### src/hw/rtl/assert_macros.svh
// ----------------------------------------------------------------------------
// Assertion macros
// Clocked assertion wrappers shared by the RTL.
// ----------------------------------------------------------------------------
`ifndef ASSERT_MACROS_SVH
`define ASSERT_MACROS_SVH

// property checked on every rising edge of clk, masked during reset
`define ASSERT_CLK(label, prop, msg) \
  label: assert property (@(posedge clk) disable iff (rst) prop) else $error(msg);

// expression that must never be true
`define ASSERT_NEVER(label, expr, msg) \
  `ASSERT_CLK(label, !(expr), msg)

`endif

### src/hw/rtl/bir_pkg.sv
// ----------------------------------------------------------------------------
// bir_pkg
// Shared constants, register codes and types of the bilinear resizer.
// ----------------------------------------------------------------------------
`default_nettype none

package bir_pkg;

  localparam int FRAC_BITS   = 16;
  localparam int MAX_SRC_W   = 512;
  localparam int MAX_SRC_H   = 64;
  localparam int DEST_LIMIT  = 4096;
  localparam int FRAME_DEPTH = MAX_SRC_W * MAX_SRC_H;
  localparam int ADDR_W      = $clog2(FRAME_DEPTH);
  localparam int SIZE_W      = ADDR_W + 1;
  localparam int COL_W       = $clog2(MAX_SRC_W);
  localparam int ROW_W       = $clog2(MAX_SRC_H);

  localparam int SW_W        = 10;
  localparam int SH_W        = 7;
  localparam int DW_W        = 13;
  localparam int DH_W        = 13;
  localparam int XSTEP_W     = 25;
  localparam int YSTEP_W     = 22;
  localparam int CNT_W       = $clog2(DEST_LIMIT);

  localparam int CH_W        = 8;
  localparam int CHANNELS    = 3;
  localparam int PIX_W       = CH_W * CHANNELS;
  localparam int WGT_W       = FRAC_BITS + 1;
  localparam int ACC_W       = FRAC_BITS + CH_W;

  localparam int APB_AW      = 5;
  localparam int APB_DW      = 32;
  localparam int RIDX_W      = 3;

  localparam logic [RIDX_W-1:0] REG_SRC_WIDTH  = 3'd0;
  localparam logic [RIDX_W-1:0] REG_SRC_HEIGHT = 3'd1;
  localparam logic [RIDX_W-1:0] REG_DST_WIDTH  = 3'd2;
  localparam logic [RIDX_W-1:0] REG_DST_HEIGHT = 3'd3;
  localparam logic [RIDX_W-1:0] REG_X_STEP     = 3'd4;
  localparam logic [RIDX_W-1:0] REG_Y_STEP     = 3'd5;

  // clamped view of the register file
  typedef struct packed {
    logic [SW_W-1:0]    sw;
    logic [SH_W-1:0]    sh;
    logic [CNT_W-1:0]   dw_m1;
    logic [CNT_W-1:0]   dh_m1;
    logic [XSTEP_W-1:0] x_step;
    logic [YSTEP_W-1:0] y_step;
    logic [SIZE_W-1:0]  frame_size;
  } cfg_t;

  // one request to the shared multiply-accumulate unit
  typedef struct packed {
    logic             en;
    logic             accum;
    logic [WGT_W-1:0] weight;
    logic [CH_W-1:0]  data;
  } mac_req_t;

endpackage

`default_nettype wire

### src/hw/rtl/bir_mac.sv
// ----------------------------------------------------------------------------
// bir_mac
// Shared weight-by-byte multiply-accumulate unit.
// ----------------------------------------------------------------------------
`default_nettype none

module bir_mac (
  input  wire logic                    clk,
  input  wire bir_pkg::mac_req_t       req,
  output logic [bir_pkg::ACC_W-1:0]    acc
);

  logic [bir_pkg::WGT_W+bir_pkg::CH_W-1:0] prod;
  logic [bir_pkg::ACC_W-1:0]               base;

  assign prod = {{bir_pkg::CH_W{1'b0}}, req.weight} * {{bir_pkg::WGT_W{1'b0}}, req.data};
  assign base = req.accum ? acc : '0;

  always_ff @(posedge clk) begin
    if (req.en) begin
      acc <= base + prod[bir_pkg::ACC_W-1:0];
    end
  end

endmodule

`default_nettype wire

### config.mk
export PLATFORM = sky130hd
export DESIGN_NAME = bir_mac
export DESIGN_NICKNAME = d
export VERILOG_FILES = /design/src/hw/rtl/assert_macros.svh /design/src/hw/rtl/bir_pkg.sv /design/src/hw/rtl/bir_mac.sv
export SDC_FILE = /design/constraint.sdc
export NUM_CORES = 1
export LEC_CHECK = 0
export ABC_AREA = 1
export BUFFER_PORTS_ARGS = -buffer_cell sky130_fd_sc_hd__buf_4
export CAP_MARGIN = 20
export CORE_MARGIN = 2
export CORE_UTILIZATION = 35
export CTS_CLUSTER_DIAMETER = 150
export DETAILED_ROUTE_END_ITERATION = 16
export PLACE_DENSITY = 0.63
export SLEW_MARGIN = 20
export SYNTH_ARGS = -nofsm -noshare
export SYNTH_HDL_FRONTEND = slang
export SYNTH_SLANG_ARGS = --single-unit
### constraint.sdc
create_clock -name clk -period 4.3 [get_ports clk]
set_clock_uncertainty 0.2 [all_clocks]
set_input_delay 0.43 -clock clk [delete_from_list [all_inputs] [get_ports clk]]
set_output_delay 0.43 -clock clk [all_outputs]
set_load 0.02 [all_outputs]
Word level (Yosys, flattened, before mapping)
Index checks and enable logic that the tools add are counted.
{ "totals": {"output_inout_bits": 24, "inputBits": 28, "elab_cells": 4, "reg_bits": 24} }
{ "op_classes": {"multipliers": 1, "muxes": 1, "add_sub_neg": 1} }
{ "ops": {"columns": ["op", "count"], "rows": [
  ["adder 24 bit", 1],
  ["multiplier 17 x 8 -> 24 bit", 1],
  ["2-to-1 mux 24 bit", 1]
]} }

Logic depth before layout (Yosys ltp)
{ "depth": {"ltp_word": 2, "mapped_depth": 23, "depth_no_buf": 21} }

Worst setup path before layout
Ideal clock, no wire load.
{ "synth_timing": {"path_type": "in2reg", "startpoint": "input req[0] (netlist name)", "endpoint": "register acc[18] (netlist name), data pin", "cell_stages": 19, "path_buffers": 2, "setup_time_ps": 252, "arrival_time_ps": 4111, "path_slack_ps": -264, "cell_sequence": "clkbuf_1 > clkbuf_1 > nand2_1 > fa_1 > inv_1 > fa_1 > fa_1 > inv_1 > fa_1 > inv_1 > ha_1 > nand2_1 > inv_1 > a21oi_1 > nor2_1 > nor2_1 > nand2_1 > nand2_1 > nand2_1"} }
{ "synth_via": {"elab_chain_cells": 2} }
{ "synth_lines": {"columns": ["element", "line_no", "text"], "rows": [
  ["start: declaration", "bir_mac.sv:9", "input wire bir_pkg::mac_req_t req,"],
  ["multiplier 17 x 8 -> 24 bit", "bir_mac.sv:16", "assign prod = {{bir_pkg::CH_W{1'b0}}, req.weight} * {{bir_pkg::WGT_W{1'b0}}, req.data};"],
  ["adder 24 bit", "bir_mac.sv:21", "acc <= base + prod[bir_pkg::ACC_W-1:0];"],
  ["end signal: assignment", "bir_mac.sv:21", null],
  ["end: declaration", "bir_mac.sv:10", "output logic [bir_pkg::ACC_W-1:0] acc"]
]} }
Every way passes these cells.
A chain may end at the register's enable or synchronous reset.

Worst setup path in the final report
{ "layout_timing": {"startpoint": "register acc[9] (netlist name)", "endpoint": "register acc[21] (netlist name), data pin"} }
{ "layout_via": {"elab_chain_cells": 2} }
{ "layout_lines": {"columns": ["element", "line_no", "text"], "rows": [
  ["2-to-1 mux 24 bit", "bir_mac.sv:17", "assign base = req.accum ? acc : '0;"],
  ["adder 24 bit", "bir_mac.sv:21", null]
]} }
Every way passes these cells.

==> results.py <==
metrics = {
    "cts": {
        "htreeDepth": 1,
        "numClockSinks": 24,
        "cts_buffers": 3,
        "cts_tree": "built",
        "clockBufferDepth": 2,
        "holdBufCountCts": 0,
        "clock_latency_ps": 270,
        "cts.clk_slew.worst_paths_ps": 70,
        "cts_root_buf": "clkbuf_16",
    },
    "worst_setup_path": {
        "worstPathRequired_ps": 4130,
        "critPathLaunchType": "flop",
        "rrSetupSlack_ps": 180,
        "r2r_end": "acc[21]",
        "critical_path.cell_chain": "nand2_1, fa_1, inv_1, fa_1, fa_1, inv_1, fa_1, inv_1, ha_4, nand2_1, nor2_2, inv_1, nor2_1, nand3_1, nand4_1, nand2_1",
        "end_kind": "flop",
        "reg2regPathDepth": 16,
        "cpPeakStageDelay_ps": 560,
        "critical_path_class": "reg -> reg",
        "slowest_stage": "fa_1",
        "arrival_ps": 3960,
        "r2r-start": "acc[9]",
        "cp_max_fo": 4,
    },
    "timing": {
        "timing.fmax_mhz": 242.6,
        "hold_ws_ps": 396.4,
        "post-route-period-util_pct": 95.86,
        "rsz0062_at_grt": "yes",
        "final_max_slew_viol_count": 0,
        "setup_ws_ps": 178.0,
        "finalHoldViolCount": 0,
        "slew_headroom_pct": 76.61,
        "setup_viol": 0,
        "post-route-min-period_ps": 4122,
        "tightest_slew_ps": 350.8,
    },
    "routing": {
        "vias_per_cell": 4.339,
        "top_layer_used": "met4",
        "ant_nets": 0,
        "met3_length_um": 301,
        "vias": 5215,
        "wl_mm": 14.96,
        "drc": 0,
        "firstDrtPassIters": 5,
        "wl_per_cell_um": 12.44,
        "drt_iter0_markers": 273,
        "met2_length_mm": 7.460,
        "drt-met1-wl_mm": 6.913,
    },
    "hold_path": {
        "hold-path-cell-count": 1,
        "hold_end": "acc[1]",
        "worstHoldPathType": "in -> reg",
        "holdCritStartpoint": "req[26]",
    },
    "finish": {
        "synthToLayoutAreaGrowth_pct": 20.90,
        "largest_reg_flops": 24,
        "num_antenna_cells": 0,
        "drive_gt1_share_pct": 16.75,
        "nets": 1155,
        "largestRegisters": "acc: 24 flops",
        "largest_register": "acc",
    },
    "synthesis": {
        "ys.flop_type": "edfxtp_1",
        "syn_area_sq_um": 6335,
        "synthesis.nets": 1075,
        "yosysWarnings": 0,
        "postSynth.asyncResetShare_pct": 0,
        "synth_top_cell_by_area": "fa_1",
        "synth_edf_count": 24,
        "synth_most_common_cell": "inv_1",
        "ys_types": 19,
        "synth-seq-area-share_pct": 11.38,
        "synth_area_per_cell_sq_um": 7.086,
        "yosys_register_bits": 24,
        "synth_common_cells": "inv_1 (300), nand2_1 (294), fa_1 (112)",
        "synth.area.top_cells": "fa_1 (35%), inv_1 (18%), nand2_1 (17%)",
        "syn_inst": 894,
        "yosysTopAreaCellShare_pct": 35.39,
    },
    "global_routing": {
        "grtUsageTotal_pct": 16.72,
        "grt_overflow": 0,
        "grt_pass1_wl_mm": 26.77,
        "grt_pass1_vias": 5665,
        "grt_max_degree": 25,
        "antenna_found_initial": 0,
    },
    "run_status": {
        "outcome": "completed",
    },
    "floorplanning": {
        "core_sq_um": 17840,
        "die_w_um": 138.5,
        "std_cell_rows": 49,
        "dieArea_sq_um": 19190,
        "start_util_pct": 35.51,
        "io_pins": 52,
        "die_h_um": 138.5,
    },
    "placement": {
        "detailedPlace.worstSlack_ps": -225.9,
        "hpwl_mm": 12.95,
        "portBuffers": 51,
        "routabilityCongestion": 0.8568,
    },
    "job": {
        "cap_violations": 0,
    },
}
[cell usage in the layout, fill, tap and decap left out, drive strengths merged]
cell type and count:
inv 300, nand2 300, fa 112, buf 111, ha 41, nor2 28
nand3 27, edfxtp 24, a21oi 10, xor2 8, nand4 4, clkbuf 3
o21bai 2, nand3b 1, xnor2 1, bufinv 1
[cell families (layout without fill, tap and decap cells)]
| logic type | after synthesis | count (layout) | synth area share, % |
|---|---|---|---|
| simple gates | 360 | 360 | 22.83 |
| flops | 24 | 24 | 11.38 |
| compound gates | 12 | 12 | 1.027 |
| fa+ha+maj | 153 | 153 | 43.49 |
| buf+inv | 336 | 415 | 20.03 |
| xor+xnor | 9 | 9 | 1.244 |
[cell type report]
| cell class | instances | area [sq um] |
|---|---|---|
| Sequential cell | 24 | 720.7 |
| Multi-Input combinational cell | 534 | 4546 |
| Tap cell | 229 | 286.5 |
| Timing Repair Buffer | 111 | 874.6 |
| Inverter | 300 | 1126 |
| Clock buffer | 3 | 75.07 |
| Clock inverter | 1 | 30.03 |
| Fill cell | 1829 | 10180 |
[stage by stage]
| stage | TNS (ps) | instance area [sq um] | cells | util, % |
|---|---|---|---|---|
| finish | 0 | 7659 | 1202 | 42.93 |
| global route | -31.26 | 7659 | 1202 | 42.93 |
| detailed placement | -2501 | 7292 | 1190 | 40.87 |
| floorplan | -12.78 | 6426 | 894 | - |
| global placement | -2228 | 7292 | 1190 | 40.87 |
| CTS | 0 | 7397 | 1194 | 41.46 |
[critical path: cells and delay by family, from the launching register on]
kind | cells | cell delay [ps]
DFF | 1 | 360
and+or+nand+nor | 7 | 730
buffers and inverters | 4 | 240
adders and majority gates | 5 | 2350
[per-layer routing]
layer,global-route usage (%),vias up
met5,0,-
met4,3.759,0
met3,1.105,21
met2,29.21,52
met1,22.95,2520
li1,-,2622
[worst max path at each step]
stage / startpoint / end / slack, ps / depth (start not counted)
6_report: acc[9] / acc[21] / 180 / 16
5_1_grt: req[1] / acc[13] / -20 / 23
4_1_cts: acc[9] / acc[18] / 1 / 18
3_5_place_dp: req[25] / acc[18] / -230 / 18
3_3_place_gp: req[25] / acc[18] / -210 / 19
2_1_floorplan: req[25] / acc[23] / -7 / 20
[repair_timing]
action / 4_1_cts / 5_1_grt
gates resized for setup: 0 / 42
setup endpoints to repair: 0 / 15
buffers inserted: 0 / 8
Power is left out: the tool's default activity adds up to more than one toggle a clock period on the data nets, which glitch-free logic cannot reach.
