File: config.mk
export PLATFORM = sky130hd
export DESIGN_NAME = bir_regs
export DESIGN_NICKNAME = d
export VERILOG_FILES = /design/src/hw/rtl/assert_macros.svh /design/src/hw/rtl/bir_pkg.sv /design/src/hw/rtl/bir_regs.sv
export SDC_FILE = /design/constraint.sdc
export NUM_CORES = 1
export LEC_CHECK = 0
export BUFFER_PORTS_ARGS = -buffer_cell sky130_fd_sc_hd__buf_2
export CAP_MARGIN = 5
export CORE_UTILIZATION = 25
export DETAILED_ROUTE_END_ITERATION = 8
export PLACE_DENSITY = 0.47
export SYNTH_ARGS = -nofsm -noshare
export SYNTH_HDL_FRONTEND = slang
export SYNTH_SLANG_ARGS = --single-unit
File: constraint.sdc
create_clock -name clk -period 6.25 [get_ports clk]
set_input_delay 1.25 -clock clk [delete_from_list [all_inputs] [get_ports clk]]
set_output_delay 1.25 -clock clk [all_outputs]
set_load 0.01 [all_outputs]
File: src/hw/rtl/assert_macros.svh
// ----------------------------------------------------------------------------
// Assertion macros
// Clocked assertion wrappers shared by the RTL.
// ----------------------------------------------------------------------------
`ifndef ASSERT_MACROS_SVH
`define ASSERT_MACROS_SVH

// property checked on every rising edge of clk, masked during reset
`define ASSERT_CLK(label, prop, msg) \
  label: assert property (@(posedge clk) disable iff (rst) prop) else $error(msg);

// expression that must never be true
`define ASSERT_NEVER(label, expr, msg) \
  `ASSERT_CLK(label, !(expr), msg)

`endif

File: src/hw/rtl/bir_pkg.sv
// ----------------------------------------------------------------------------
// bir_pkg
// Shared constants, register codes and types of the bilinear resizer.
// ----------------------------------------------------------------------------
`default_nettype none

package bir_pkg;

  localparam int FRAC_BITS   = 16;
  localparam int MAX_SRC_W   = 512;
  localparam int MAX_SRC_H   = 64;
  localparam int DEST_LIMIT  = 4096;
  localparam int FRAME_DEPTH = MAX_SRC_W * MAX_SRC_H;
  localparam int ADDR_W      = $clog2(FRAME_DEPTH);
  localparam int SIZE_W      = ADDR_W + 1;
  localparam int COL_W       = $clog2(MAX_SRC_W);
  localparam int ROW_W       = $clog2(MAX_SRC_H);

  localparam int SW_W        = 10;
  localparam int SH_W        = 7;
  localparam int DW_W        = 13;
  localparam int DH_W        = 13;
  localparam int XSTEP_W     = 25;
  localparam int YSTEP_W     = 22;
  localparam int CNT_W       = $clog2(DEST_LIMIT);

  localparam int CH_W        = 8;
  localparam int CHANNELS    = 3;
  localparam int PIX_W       = CH_W * CHANNELS;
  localparam int WGT_W       = FRAC_BITS + 1;
  localparam int ACC_W       = FRAC_BITS + CH_W;

  localparam int APB_AW      = 5;
  localparam int APB_DW      = 32;
  localparam int RIDX_W      = 3;

  localparam logic [RIDX_W-1:0] REG_SRC_WIDTH  = 3'd0;
  localparam logic [RIDX_W-1:0] REG_SRC_HEIGHT = 3'd1;
  localparam logic [RIDX_W-1:0] REG_DST_WIDTH  = 3'd2;
  localparam logic [RIDX_W-1:0] REG_DST_HEIGHT = 3'd3;
  localparam logic [RIDX_W-1:0] REG_X_STEP     = 3'd4;
  localparam logic [RIDX_W-1:0] REG_Y_STEP     = 3'd5;

  // clamped view of the register file
  typedef struct packed {
    logic [SW_W-1:0]    sw;
    logic [SH_W-1:0]    sh;
    logic [CNT_W-1:0]   dw_m1;
    logic [CNT_W-1:0]   dh_m1;
    logic [XSTEP_W-1:0] x_step;
    logic [YSTEP_W-1:0] y_step;
    logic [SIZE_W-1:0]  frame_size;
  } cfg_t;

  // one request to the shared multiply-accumulate unit
  typedef struct packed {
    logic             en;
    logic             accum;
    logic [WGT_W-1:0] weight;
    logic [CH_W-1:0]  data;
  } mac_req_t;

endpackage

`default_nettype wire

File: src/hw/rtl/bir_regs.sv
// ----------------------------------------------------------------------------
// bir_regs
// APB register file with size clamping for the resizer.
// ----------------------------------------------------------------------------
`default_nettype none

module bir_regs (
  input  wire logic                        clk,
  input  wire logic                        rst,
  input  wire logic                        psel,
  input  wire logic                        penable,
  input  wire logic                        pwrite,
  input  wire logic [bir_pkg::APB_AW-1:0]  paddr,
  input  wire logic [bir_pkg::APB_DW-1:0]  pwdata,
  output logic      [bir_pkg::APB_DW-1:0]  prdata,
  output bir_pkg::cfg_t                    cfg
);

  logic [bir_pkg::SW_W-1:0]    src_width;
  logic [bir_pkg::SH_W-1:0]    src_height;
  logic [bir_pkg::DW_W-1:0]    dst_width;
  logic [bir_pkg::DH_W-1:0]    dst_height;
  logic [bir_pkg::XSTEP_W-1:0] x_step;
  logic [bir_pkg::YSTEP_W-1:0] y_step;

  logic [bir_pkg::RIDX_W-1:0]  idx;
  logic                        wr;
  logic [bir_pkg::SW_W-1:0]    sw_c;
  logic [bir_pkg::SH_W-1:0]    sh_c;
  logic [bir_pkg::DW_W-1:0]    dw_c;
  logic [bir_pkg::DH_W-1:0]    dh_c;
  logic [bir_pkg::SW_W+bir_pkg::SH_W-1:0] area;

  assign idx = paddr[bir_pkg::RIDX_W+1:2];
  assign wr  = psel && penable && pwrite;

  always_ff @(posedge clk) begin
    if (rst) begin
      src_width  <= bir_pkg::SW_W'(416);
      src_height <= bir_pkg::SH_W'(64);
      dst_width  <= bir_pkg::DW_W'(416);
      dst_height <= bir_pkg::DH_W'(64);
      x_step     <= bir_pkg::XSTEP_W'(1 << bir_pkg::FRAC_BITS);
      y_step     <= bir_pkg::YSTEP_W'(1 << bir_pkg::FRAC_BITS);
    end else if (wr) begin
      case (idx)
        bir_pkg::REG_SRC_WIDTH:  src_width  <= pwdata[bir_pkg::SW_W-1:0];
        bir_pkg::REG_SRC_HEIGHT: src_height <= pwdata[bir_pkg::SH_W-1:0];
        bir_pkg::REG_DST_WIDTH:  dst_width  <= pwdata[bir_pkg::DW_W-1:0];
        bir_pkg::REG_DST_HEIGHT: dst_height <= pwdata[bir_pkg::DH_W-1:0];
        bir_pkg::REG_X_STEP:     x_step     <= pwdata[bir_pkg::XSTEP_W-1:0];
        bir_pkg::REG_Y_STEP:     y_step     <= pwdata[bir_pkg::YSTEP_W-1:0];
        default: ;
      endcase
    end
  end

  always_comb begin
    case (idx)
      bir_pkg::REG_SRC_WIDTH:  prdata = bir_pkg::APB_DW'(src_width);
      bir_pkg::REG_SRC_HEIGHT: prdata = bir_pkg::APB_DW'(src_height);
      bir_pkg::REG_DST_WIDTH:  prdata = bir_pkg::APB_DW'(dst_width);
      bir_pkg::REG_DST_HEIGHT: prdata = bir_pkg::APB_DW'(dst_height);
      bir_pkg::REG_X_STEP:     prdata = bir_pkg::APB_DW'(x_step);
      bir_pkg::REG_Y_STEP:     prdata = bir_pkg::APB_DW'(y_step);
      default:                 prdata = '0;
    endcase
  end

  // zero counts as one, oversize counts as the maximum
  always_comb begin
    if (src_width == '0) begin
      sw_c = bir_pkg::SW_W'(1);
    end else if (src_width > bir_pkg::SW_W'(bir_pkg::MAX_SRC_W)) begin
      sw_c = bir_pkg::SW_W'(bir_pkg::MAX_SRC_W);
    end else begin
      sw_c = src_width;
    end
    if (src_height == '0) begin
      sh_c = bir_pkg::SH_W'(1);
    end else if (src_height > bir_pkg::SH_W'(bir_pkg::MAX_SRC_H)) begin
      sh_c = bir_pkg::SH_W'(bir_pkg::MAX_SRC_H);
    end else begin
      sh_c = src_height;
    end
    if (dst_width == '0) begin
      dw_c = bir_pkg::DW_W'(1);
    end else if (dst_width > bir_pkg::DW_W'(bir_pkg::DEST_LIMIT)) begin
      dw_c = bir_pkg::DW_W'(bir_pkg::DEST_LIMIT);
    end else begin
      dw_c = dst_width;
    end
    if (dst_height == '0) begin
      dh_c = bir_pkg::DH_W'(1);
    end else if (dst_height > bir_pkg::DH_W'(bir_pkg::DEST_LIMIT)) begin
      dh_c = bir_pkg::DH_W'(bir_pkg::DEST_LIMIT);
    end else begin
      dh_c = dst_height;
    end
  end

  assign area = {{bir_pkg::SH_W{1'b0}}, sw_c} * {{bir_pkg::SW_W{1'b0}}, sh_c};

  always_comb begin
    cfg.sw         = sw_c;
    cfg.sh         = sh_c;
    cfg.dw_m1      = bir_pkg::CNT_W'(dw_c - 1'b1);
    cfg.dh_m1      = bir_pkg::CNT_W'(dh_c - 1'b1);
    cfg.x_step     = x_step;
    cfg.y_step     = y_step;
    cfg.frame_size = area[bir_pkg::SIZE_W-1:0];
  end

endmodule

`default_nettype wire

=== Word level (Yosys, flattened, before mapping) ===
Cells that the tools add are included.

* Flip-flop bits (word level): 90
* Input bits: 42
* Output and inout port bits: 136
* Logic and storage cells: 40

* Add/sub/neg operators: 2
* Multiply operators: 1
* Magnitude comparators: 4
* Equal/unequal tests: 5
* Mux-type cells: 9
* Reduce and logical (&&, ||, !) cells: 13

{| class="wikitable"
|+ Operators by type and width
! operator !! number
|-
| 25-bit one-hot mux with 6 select lines || 1
|-
| 12-bit two-way mux || 4
|-
| 13-bit greater-than comparator, second input constant || 2
|-
| 13-bit logical NOT || 2
|-
| 12-bit by 1-bit subtractor with 12-bit output, second input constant || 2
|-
| 10-bit two-way mux || 2
|-
| 10-bit by 7-bit multiplier with 16-bit output || 1
|-
| 7-bit two-way mux || 2
|-
| 2-bit AND reduction || 6
|-
| 10-bit greater-than comparator, second input constant || 1
|-
| 10-bit logical NOT || 1
|-
| 7-bit greater-than comparator, second input constant || 1
|-
| 7-bit logical NOT || 1
|-
| 3-bit by 2-bit == test with 1-bit output, second input constant || 2
|-
| 3-bit == test, second input constant || 2
|-
| 3-bit by 1-bit == test with 1-bit output, second input constant || 1
|-
| 3-bit logical NOT || 1
|-
| 1-bit logical AND || 2
|}

=== Longest topological paths before layout ===
* Depth after elaboration: 4
* Gate-level depth with buffers: 20
* Gate-level depth less buffers: 18

=== Worst setup path after synthesis ===
No wires, ideal clock.

* Path kind: register to output
* Start point: register src_width[1] (netlist name)
* End point: output port cfg[13] (netlist name)
* Data arrival time: 4.696 ns
* Data required time: 5.000 ns
* Path slack: 0.304 ns
* Cell stages (with the launch flop): 20
* Path buffers: 1
* Cell sequence: dfxtp_1 > nor4_1 > a21oi_1 > or2_2 > clkbuf_1 > inv_1 > nand2_1 > fa_1 > fa_1 > inv_1 > fa_1 > inv_1 > fa_1 > inv_1 > ha_1 > nand2_1 > nor4_1 > nor3_1 > mux2i_1 > a221oi_1

{| class="wikitable"
|+ RTL lines
! item !! line !! text
|-
| start, declared || bir_regs.sv:19 || <nowiki>logic [bir_pkg::SW_W-1:0] src_width;</nowiki>
|-
| start signal, assigned || bir_regs.sv:39 || <nowiki>src_width <= bir_pkg::SW_W'(416);</nowiki>
|-
| start signal, assigned || bir_regs.sv:47 || <nowiki>bir_pkg::REG_SRC_WIDTH: src_width <= pwdata[bir_pkg::SW_W-1:0];</nowiki>
|-
| end, declared || bir_regs.sv:16 || <nowiki>output bir_pkg::cfg_t cfg</nowiki>
|}

==> results.yml <==
run_status:
  outcome: "complete, no violations"
floorplan:
  fp.dieW_um: 167.3
  core.rowCount: 60
  ioPinCount: 178
  die_height_um: 167.3
  core_um2: 26880
  design.die.area_um2: 27990
  initial_utilization_pct: 25.42
synthesis:
  synth-adder-area-share_pct: 17.55
  synth_simple_gate_area_share_pct: 22.29
  synthDistinctLibCells: 59
  synthXorXnorAreaFrac_pct: 2.564
  ys_warn_count: 0
  synthTopCellsByArea: "dfxtp_1 26%, fa_1 11%, nand2_1 9.7%"
  synthFlopType: "dfxtp_1"
  ys_seq_area_share_pct: 26.37
  synthMuxAreaShare_pct: 8.315
  synthesis.area_um2: 6832
  synth_cells: 883
  yosysTopAreaCell: "dfxtp_1"
  ys_ff_latch: 90
  async_flop_share_pct: 0
  synth_compound_area_share_pct: 14.78
  synth_top_family_by_area: "simple AND/OR/NAND/NOR gates"
  synth_top_cell_area_share_pct: 26.37
  synth-edff-count: 0
  avgSynthCellArea_um2: 7.737
setup_path:
  worstPathCellList: "inv_2, buf_4, nand2_2, nor2_2, fa_1, fa_1, fa_1, inv_1, fa_1, inv_1, ha_4, nand3_1, nor4_2, buf_4, o21ai_2, a21oi_1, xnor2_1, buf_2"
  worst-path-max-fanout: 8
  critical-path-top-cell-by-count: "fa_1"
  critPathTopFamily: "adder cells"
  cp.arrival_ps: 4760
  slowest_delay_ps: 570
  cp_num_buf_inv: 6
  cp-start-kind: "register"
  crit_type: "register to output pin"
  worstSetupEndpointType: "output pin"
  cpMaxStageDelayCell: "fa_1"
  critPathRequiredTime_ps: 5000
pwr:
  p_sw_uw: 325.9
  power-per-cell-area_nw_per_um2: 152.5
  p_int_uw: 974.0
  seqPwrFrac_pct: 44.9
  pwr-share-clk_pct: 45.8
  ir_worst_vdd_uv: 103.5
  switching_share_pct: 25.07
  p_total_uw: 1300
  power_leakage_uw: 0.003982
  combPwrFrac_pct: 9.4
sta:
  rsz0062_at_grt: "no"
  fin_skew_ps: 0
  fin_crit_ps: 6010
  max_freq_ghz: 0.1664
  worst_pin_slew_ps: 1063
  drv_slew: 0
  max-slew-margin-rel_pct: 29.15
  setup_viol: 0
  timing.setup.tns_ps: 0
  hold_violations: 0
  min_period_over_period_pct: 96.17
clock_tree:
  numClockSinks: 90
  ctsHtreeMaxLevel: 3
  hold_buffers: 0
  cts_buffers: 9
  clk_latency_ps: 330
  clkSlewWorstSetupHoldPaths_ps: 70
  cts_tree: "yes"
  root_buffer: "clkbuf_16"
  clockBufferDepth: 2
global_route:
  grt_use_total_pct: 15.94
  grt_pass1_vias: 6347
  grt.overflow.total: 0
  antenna_found_initial: 0
  grt_max_degree: 91
  grt_first_pass_wirelength_um: 35550
route:
  post_drt_wl_per_cell_um: 16.16
  drc: 0
  drtAntennaViolNets: 0
  viasPerCell: 4.710
  initialDrtViolationCount: 269
  vias: 6519
  dr.pass1.iters: 4
  wl_um: 22370
layout:
  drive_gt1_share_pct: 25.60
  area_delta_synth_final_pct: 24.76
  fin_util_pct: 31.71
  antenna_cells: 0
  nNetsFinal: 1153
min_path:
  hold_path.class: "register to register"
flow_run:
  drv_cap: 0
placement:
  place_congestion: 0.8075
  place_hpwl_um: 16820
  port_buffers: 161
==> cells in the mapped netlist (all sizes together), types with 5 or more instances <==
cell and n:
a211o 7, ha 35, dfxtp 90, buf 27
mux2 10, nor3 12, a21o 5, o21ai 23
nor2 110, xor2 5, a31oi 5, fa 38
nand3 6, xnor2 15, clkbuf 28, nand2 176
o22ai 11, a21oi 81, mux2i 41, nor2b 9
or3 9, inv 72, a22oi 14
==> kinds of logic (layout without fill, tap and decap cells) <==
family          count (synthesis)  count (layout)
mux                            53              53
compound gates                167             167
other cells                     1               7
simple gates                  351             351
fa+ha+maj                      73              73
xor+xnor                       20              20
flops                          90              90
buf+inv                       128             282
==> placed cells by master (no fill, tap or decap), types with 8 or more instances in the layout <==
cell / count
o21ai_1: 8
nor2_1: 107
nor2b_1: 9
o21ai_0: 12
dfxtp_1: 88
buf_2: 161
nand2_1: 168
a21oi_1: 77
fa_1: 37
a22oi_1: 14
inv_1: 67
buf_4: 32
nand2_2: 8
clkbuf_16: 9
o22ai_1: 11
mux2_2: 10
ha_1: 31
xnor2_1: 15
mux2i_1: 41
==> worst register-to-register path, delay by kind of cell (launching register included) <==
kind | cells | cell delay [ps]
and+or+nand+nor | 1 | 170
DFF | 1 | 390
AOI/OAI and AO/OA | 1 | 260
==> what timing repair did <==
action,CTS,global route
pin swaps,8,15
gates cloned,0,0
gates resized for setup,21,23
buffers inserted,1,3
setup endpoints to repair,5,5
==> sequential cells by signal, indices dropped and copies added, names as in the netlist <==
| register | count |
|---|---|
| dst_height | 13 |
| dst_width | 13 |
| src_height | 7 |
| src_width | 10 |
| x_step | 25 |
| y_step | 22 |
==> final timing paths <==
check | startpoint | end | slack (ps) | depth (start not counted)
max | src_width[9] | cfg[15] | 240 | 18
max reg2reg | dst_width[8] | dst_width[8] | 5330 | 2
min | y_step[20] | y_step[20] | 470 | 2
min reg2reg | y_step[20] | y_step[20] | 470 | 2
==> per-layer routing <==
| layer | part of all wire [%] | vias up | global-route usage (%) | wire length (um) |
|---|---|---|---|---|
| met4 | 1.1 | 0 | 3.231 | 245 |
| met2 | 46 | 191 | 26.65 | 10250 |
| met5 | 0 | - | 0 | 0 |
| met3 | 5.7 | 14 | 3.427 | 1265 |
| li1 | - | 3232 | - | - |
| met1 | 47 | 3082 | 21.05 | 10610 |
==> final cells by class <==
cell class | count | area (um2)
fill | 2891 | 18350
clock inverter | 5 | 85.08
tap | 341 | 426.7
inverter | 73 | 274.0
multi-input combinational | 671 | 4654
timing repair buffer | 193 | 1046
sequential | 90 | 1804
clock buffer | 11 | 232.7
==> through the flow <==
stage | std cells | instance area [um2] | hold WS (ps) | worst slack, ps
CTS | 1381 | 8411 | 470.9 | 21.47
global route | 1384 | 8523 | 494.3 | 5.876
global placement | 1364 | 8019 | 451.4 | 131.1
floorplan | 889 | 6854 | 461.3 | 304.2
detailed placement | 1364 | 8019 | 459.4 | 80.74
finish | 1384 | 8523 | 470.1 | 239.6
==> power by group through the flow <==
stage	clock [uW]	combinational [uW]	sequential, uW
after floorplan	0	72.6	595
after global placement	0	119	596
after detailed placement	0	120	596
after CTS	606	120	583
after global routing	634	133	584
final	595	122	583
(Power assumes the default switching activity.)
